<file path="config.mk">
export PLATFORM = sky130hd
export DESIGN_NAME = rpm_cell
export DESIGN_NICKNAME = d
export VERILOG_FILES = /design/src/sv/rpm_pkg.sv /design/src/sv/rpm_cell.sv
export SDC_FILE = /design/constraint.sdc
export NUM_CORES = 1
export LEC_CHECK = 0
export BUFFER_PORTS_ARGS = -buffer_cell sky130_fd_sc_hd__buf_2
export CORE_MARGIN = 4
export CORE_UTILIZATION = 50
export DETAILED_ROUTE_END_ITERATION = 16
export PLACE_DENSITY_LB_ADDON = 0.15
export SYNTH_ARGS = -nofsm -noshare
export SYNTH_HDL_FRONTEND = slang
export SYNTH_SLANG_ARGS = --single-unit
export TNS_END_PERCENT = 50
</file>
<file path="constraint.sdc">
create_clock -name i_clk -period 8.25 [get_ports i_clk]
set_clock_uncertainty 0.1 [all_clocks]
set_input_delay 1.65 -clock i_clk [delete_from_list [all_inputs] [get_ports i_clk]]
set_output_delay 1.65 -clock i_clk [all_outputs]
set_load 0.05 [all_outputs]
</file>
<file path="src/sv/rpm_pkg.sv">
`default_nettype none
package rpm_pkg;

    localparam int CAPACITY = 64;
    localparam int SAMPLE_W = 32;
    localparam int MEDIAN_W = SAMPLE_W + 1;
    localparam int COUNT_W  = 7;
    localparam int CNT_W    = $clog2(CAPACITY + 1);
    localparam int IDX_W    = $clog2(CAPACITY);
    localparam int IN_TDATA_W  = 32;
    localparam int OUT_TDATA_W = 40;

    typedef logic signed [SAMPLE_W-1:0] t_word;
    typedef logic [CNT_W-1:0]           t_cnt;
    typedef logic [IDX_W-1:0]           t_idx;

    typedef struct packed {
        logic ins;   // insert request this cycle
        logic live;  // cell holds a stored entry
        logic tail;  // cell is the first free slot
    } t_cell_ctl;

endpackage
`default_nettype wire

</file>
<file path="src/sv/rpm_cell.sv">
`default_nettype none
module rpm_cell (
    input  wire logic              i_clk,
    input  wire rpm_pkg::t_cell_ctl i_ctl,
    input  wire rpm_pkg::t_word    i_sample,
    input  wire rpm_pkg::t_word    i_left_val,
    input  wire logic              i_left_shift,
    output rpm_pkg::t_word         o_val,
    output logic                   o_shift
);
    import rpm_pkg::*;

    t_word r_val;
    t_word n_val;
    logic  wr;

    // entry moves up when it is greater than the new sample
    assign o_shift = i_ctl.live && (r_val > i_sample);
    assign wr      = i_ctl.ins && (o_shift || i_ctl.tail);
    assign n_val   = i_left_shift ? i_left_val : i_sample;
    assign o_val   = r_val;

    always_ff @(posedge i_clk) begin
        if (wr) begin
            r_val <= n_val;
        end
    end

endmodule
`default_nettype wire

</file>
======== Yosys cells after proc, flatten, opt, wreduce, memory -nomap -nowiden ========
Cells that the tools add are included.
W data, S select, Z words.
cells by class
  $lt $le $gt $ge ......................... 1
  muxes and demuxes ....................... 1
  reduce and logical (&&, ||, !) cells .... 3
operator list
  operator             count
  $gt A32 B32 Y1       1
  $mux W32             1
  $logic_and A1 B1 Y1  2
  $logic_or A1 B1 Y1   1
storage, ports and cells
  register bits after elaboration ......... 32
  bits of input ports ..................... 69
  output and inout port bits .............. 33
  word-level logic and storage cells ...... 6

======== Depth between registers and ports, before layout ========
  depth after elaboration ................. 4
  mapped depth ............................ 8
  depth with buffers taken out ............ 8

======== Worst setup path before layout ========
No wires, ideal clock.
  path type ............................... input to register
  start ................................... in i_sample[14]
  end ..................................... reg r_val[0], in the netlist o_val[0] (enable)
  library setup time ...................... 441 ps
  arrival ................................. 5,023 ps
  required time ........................... 7,709 ps
  path slack .............................. 2,686 ps
  stages .................................. 8
  path buffers ............................ 0
  cells stage by stage .................... inv_1 ha_1 a21oi_2 nand2_1 a221o_1 o31a_1 or4b_4 a31oi_1
on the way
  word-level cells in the longest chain between the ends .. 4
ends and longest elaborated chain
  what                  line            RTL
  from (decl)           rpm_cell.sv:5   input wire rpm_pkg::t_word i_sample,
  $gt A32 B32 Y1        rpm_cell.sv:18  assign o_shift = i_ctl.live && (r_val > i_sample);
  $logic_and A1 B1 Y1   rpm_cell.sv:18
  $logic_or A1 B1 Y1    rpm_cell.sv:19  assign wr = i_ctl.ins && (o_shift || i_ctl.tail);
  $logic_and A1 B1 Y1   rpm_cell.sv:19
  via wr                rpm_cell.sv:15  logic wr;
  to (signal assigned)  rpm_cell.sv:25  r_val <= n_val;
  to (decl)             rpm_cell.sv:13  t_word r_val;
The timed path passes the listed nets, and every way through them passes these cells.
A chain may end at the register's enable or synchronous reset.

======== Worst setup path after layout ========
  start ................................... in i_sample[14]
  end ..................................... out o_shift
on the way
  word-level cells in the longest chain between the ends .. 2
ends and longest elaborated chain
  what                 line            RTL
  $gt A32 B32 Y1       rpm_cell.sv:18
  $logic_and A1 B1 Y1  rpm_cell.sv:18
  to (decl)            rpm_cell.sv:9   output logic o_shift
No other way between the ends.

==> flow_results.xml <==
<?xml version="1.0" encoding="UTF-8"?>
<metrics>
  <group name="run_status">
    <metric name="status" unit="">finished, final reports clean</metric>
  </group>
  <group name="clocking">
    <metric name="numCtsBuffers" unit="">5</metric>
    <metric name="tritoncts_clock_tree" unit="">done</metric>
    <metric name="post_cts.repair.setup_buffers" unit="">0</metric>
    <metric name="clock_latency" unit="ps">280</metric>
    <metric name="cts-root-to-sink-buffers" unit="">2</metric>
    <metric name="cts_root_buf" unit="">sky130_fd_sc_hd__clkbuf_8</metric>
    <metric name="cts-resized-gates" unit="">0</metric>
    <metric name="cts-htree-levels" unit="">2</metric>
    <metric name="clkTransAtPathRegs" unit="ps">60</metric>
    <metric name="post_cts_hold_buffer_count" unit="">0</metric>
    <metric name="clock_net_sink_count" unit="">32</metric>
  </group>
  <group name="synthesis">
    <metric name="synth_seq_cells" unit="">32</metric>
    <metric name="yosysMostFrequentCell" unit="">sky130_fd_sc_hd__nand2_1</metric>
    <metric name="netlist_instances" unit="">222</metric>
    <metric name="synth_sequential_area_ratio" unit="">0.456</metric>
    <metric name="synth.top_cells.by_area" unit="">sky130_fd_sc_hd__edfxtp_1 46%, sky130_fd_sc_hd__ha_1 19%, sky130_fd_sc_hd__o21ai_0 8.1%</metric>
    <metric name="synth.cell_area" unit="µm²">2110</metric>
    <metric name="synth_ff_type" unit="">sky130_fd_sc_hd__edfxtp_1</metric>
    <metric name="synth-edff-count" unit="">32</metric>
    <metric name="yosysTopAreaCellShare" unit="">0.456</metric>
    <metric name="yosysUniqueCellTypes" unit="">24</metric>
    <metric name="asyncSetResetFlopFracSynth" unit="">0</metric>
    <metric name="synthesis.area_per_instance" unit="µm²">9.50</metric>
    <metric name="synth_top_cells_by_count" unit="">38 x sky130_fd_sc_hd__nand2_1, 35 x sky130_fd_sc_hd__inv_1, 34 x sky130_fd_sc_hd__o21ai_0</metric>
    <metric name="synth_nets" unit="">323</metric>
    <metric name="ys.warnings.count" unit="">0</metric>
    <metric name="synth_area_leader_cell" unit="">sky130_fd_sc_hd__edfxtp_1</metric>
  </group>
  <group name="floorplanning">
    <metric name="die_height" unit="µm">72.9</metric>
    <metric name="coreArea" unit="µm²">4030</metric>
    <metric name="std_cell_rows" unit="">23</metric>
    <metric name="floorplan.initialDensity" unit="">0.523</metric>
    <metric name="die_area" unit="µm²">5320</metric>
    <metric name="die_width" unit="µm">72.9</metric>
    <metric name="num_io_pins" unit="">102</metric>
  </group>
  <group name="worst_setup_path">
    <metric name="critical_path.endpoint_type" unit="">primary output</metric>
    <metric name="crit_fanout" unit="">3</metric>
    <metric name="critical_path.max_stage_delay" unit="ps">540</metric>
    <metric name="worst_ep_required_time" unit="ps">6500</metric>
    <metric name="cp.arrival" unit="ps">3860</metric>
    <metric name="r2r_cells" unit="">7</metric>
    <metric name="startpoint_type" unit="">input port</metric>
    <metric name="critPathMostFrequentCell" unit="">sky130_fd_sc_hd__buf_2</metric>
    <metric name="critPathSlowestCell" unit="">sky130_fd_sc_hd__or4b_4</metric>
    <metric name="kind_of_critical_path" unit="">in -&gt; out</metric>
    <metric name="cp_cell_sequence" unit="">buf_2, inv_1, ha_1, nand4_1, nor2_1, a221o_1, o31a_1, or4b_4, nand2_1, buf_2</metric>
  </group>
  <group name="finish">
    <metric name="n_antenna_cell" unit="">0</metric>
    <metric name="drive_above_1_share" unit="">0.341</metric>
    <metric name="largest_register_ffs" unit="">32</metric>
    <metric name="layout-area-overhead-vs-synth" unit="%">30.0</metric>
    <metric name="design.final.nets" unit="">424</metric>
  </group>
  <group name="routing">
    <metric name="drc" unit="">0</metric>
    <metric name="routed_wire_length_per_instance" unit="µm">12.6</metric>
    <metric name="vias_per_cell" unit="">5.00</metric>
    <metric name="drt_first_pass_iters" unit="">4</metric>
    <metric name="detailedRoute.firstIterationViolations" unit="">96</metric>
    <metric name="ant_nets" unit="">0</metric>
    <metric name="wirelength" unit="µm">4690</metric>
    <metric name="num_vias" unit="">1865</metric>
  </group>
  <group name="placement">
    <metric name="buffer_ports.inserted" unit="">101</metric>
    <metric name="hpwlAfterDp" unit="µm">3730</metric>
    <metric name="gp_congestion" unit="">0.736</metric>
  </group>
  <group name="timing">
    <metric name="period_minus_slack" unit="ps">5610</metric>
    <metric name="final_hold_slack" unit="ps">1250</metric>
    <metric name="drv_slew" unit="">0</metric>
    <metric name="period_utilization" unit="">0.680</metric>
    <metric name="tightest_slew" unit="ps">1130</metric>
    <metric name="timing.final.setup_violations" unit="">0</metric>
    <metric name="rsz0062_at_grt" unit="">false</metric>
    <metric name="slew-limit-headroom" unit="">0.249</metric>
    <metric name="fin_setup_tns" unit="ps">0</metric>
    <metric name="maximum_achievable_frequency" unit="MHz">178</metric>
    <metric name="timing.final.hold_violations" unit="">0</metric>
  </group>
  <group name="power_and_ir_drop">
    <metric name="leakage" unit="nW">1.38</metric>
    <metric name="vdd_drop_max" unit="V">0.000109</metric>
    <metric name="power.density" unit="nW/µm²">161</metric>
  </group>
  <group name="global_routing">
    <metric name="first_pass_grt_wire_length" unit="µm">7510</metric>
    <metric name="track_usage" unit="">0.182</metric>
    <metric name="antenna_found_initial" unit="">0</metric>
    <metric name="vias_in_the_first_global_route" unit="">1810</metric>
    <metric name="grt_overflow" unit="">0</metric>
    <metric name="pin_count_of_the_biggest_net_entering_global_routing" unit="">64</metric>
  </group>
  <group name="hold_path">
    <metric name="min_delay_path_depth" unit="">3</metric>
    <metric name="hp-class" unit="">reg -&gt; reg</metric>
  </group>
  <group name="flow_run">
    <metric name="max_cap_violations" unit="">0</metric>
  </group>
</metrics>
-- area by class of cell --
cell class	count	area, µm²
Clock buffer	5	68.8
Clock inverter	2	7.51
Fill cell	337	1290
Inverter	35	131
Multi-Input combinational cell	148	1000
Sequential cell	32	961
Tap cell	50	62.6
Timing Repair Buffer	101	505
-- path summary, 6_finish.rpt --
check	end	slack, ps	start
min reg2reg	o_val[10]$_DFFE_PP_	1250	o_val[31]$_DFFE_PP_
max reg2reg	o_val[0]$_DFFE_PP_	4710	o_val[14]$_DFFE_PP_
max	o_shift	2640	i_sample[14]
min	o_val[10]$_DFFE_PP_	1250	o_val[31]$_DFFE_PP_
-- kinds of logic after synthesis --
kind of cell / after synthesis / share of synthesized area
AOI/OAI and AO/OA: 58 / 0.154
adders and majority gates: 32 / 0.190
muxes: 1 / 0.00534
DFF: 32 / 0.456
and+or+nand+nor: 57 / 0.120
buffers and inverters: 42 / 0.0748
-- critical path: cells and delay by family --
family | cells | cell delay (ps)
AND/OR/NAND/NOR | 4 | 860
AO/OA/AOI/OAI | 2 | 630
adder cells (fa/ha/maj) | 1 | 340
buffers and inverters | 3 | 380
-- cells in the final DEF (no fill, tap or decap), drive strengths merged --
cell	n
a2111oi	1
a211oi	1
a21o	1
a21oi	13
a221o	1
a22oi	1
a31oi	2
buf	101
clkbuf	5
clkinv	2
edfxtp	32
ha	32
inv	35
mux2	1
nand2	38
nand3	3
nand4	8
nor2	4
nor2b	1
nor3	1
nor4	1
o211ai	3
o21ai	34
o31a	1
or4b	1
-- metrics by stage --
| stage | utilization | setup slack, ps | cells | instance area (µm²) | total power [mW] |
|---|---|---|---|---|---|
| 2_1_floorplan | - | 2690 | 222 | 2110 | 0.295 |
| 3_3_place_gp | 0.661 | 2680 | 366 | 2670 | 0.333 |
| 3_5_place_dp | 0.661 | 2630 | 366 | 2670 | 0.335 |
| 4_1_cts | 0.680 | 2630 | 373 | 2740 | 0.445 |
| 5_1_grt | 0.680 | 2520 | 373 | 2740 | 0.467 |
| 6_report | 0.680 | 2640 | 373 | 2740 | 0.442 |
-- per-layer routing --
layer,up-vias,global-route usage,part of all wire
met4,0,0.0635,0.013
met3,6,0.0455,0.078
met1,813,0.229,0.44
li1,987,-,-
met5,-,0,0
met2,59,0.302,0.47
-- power by group --
group | switching (mW) | internal [mW] | total [mW] | leakage, nW
registers | 0.00581 | 0.195 | 0.201 | 0.306
clock network | 0.0557 | 0.0556 | 0.111 | 0.0391
logic | 0.0873 | 0.0421 | 0.129 | 1.04
Power figures use the tool's default switching activity.
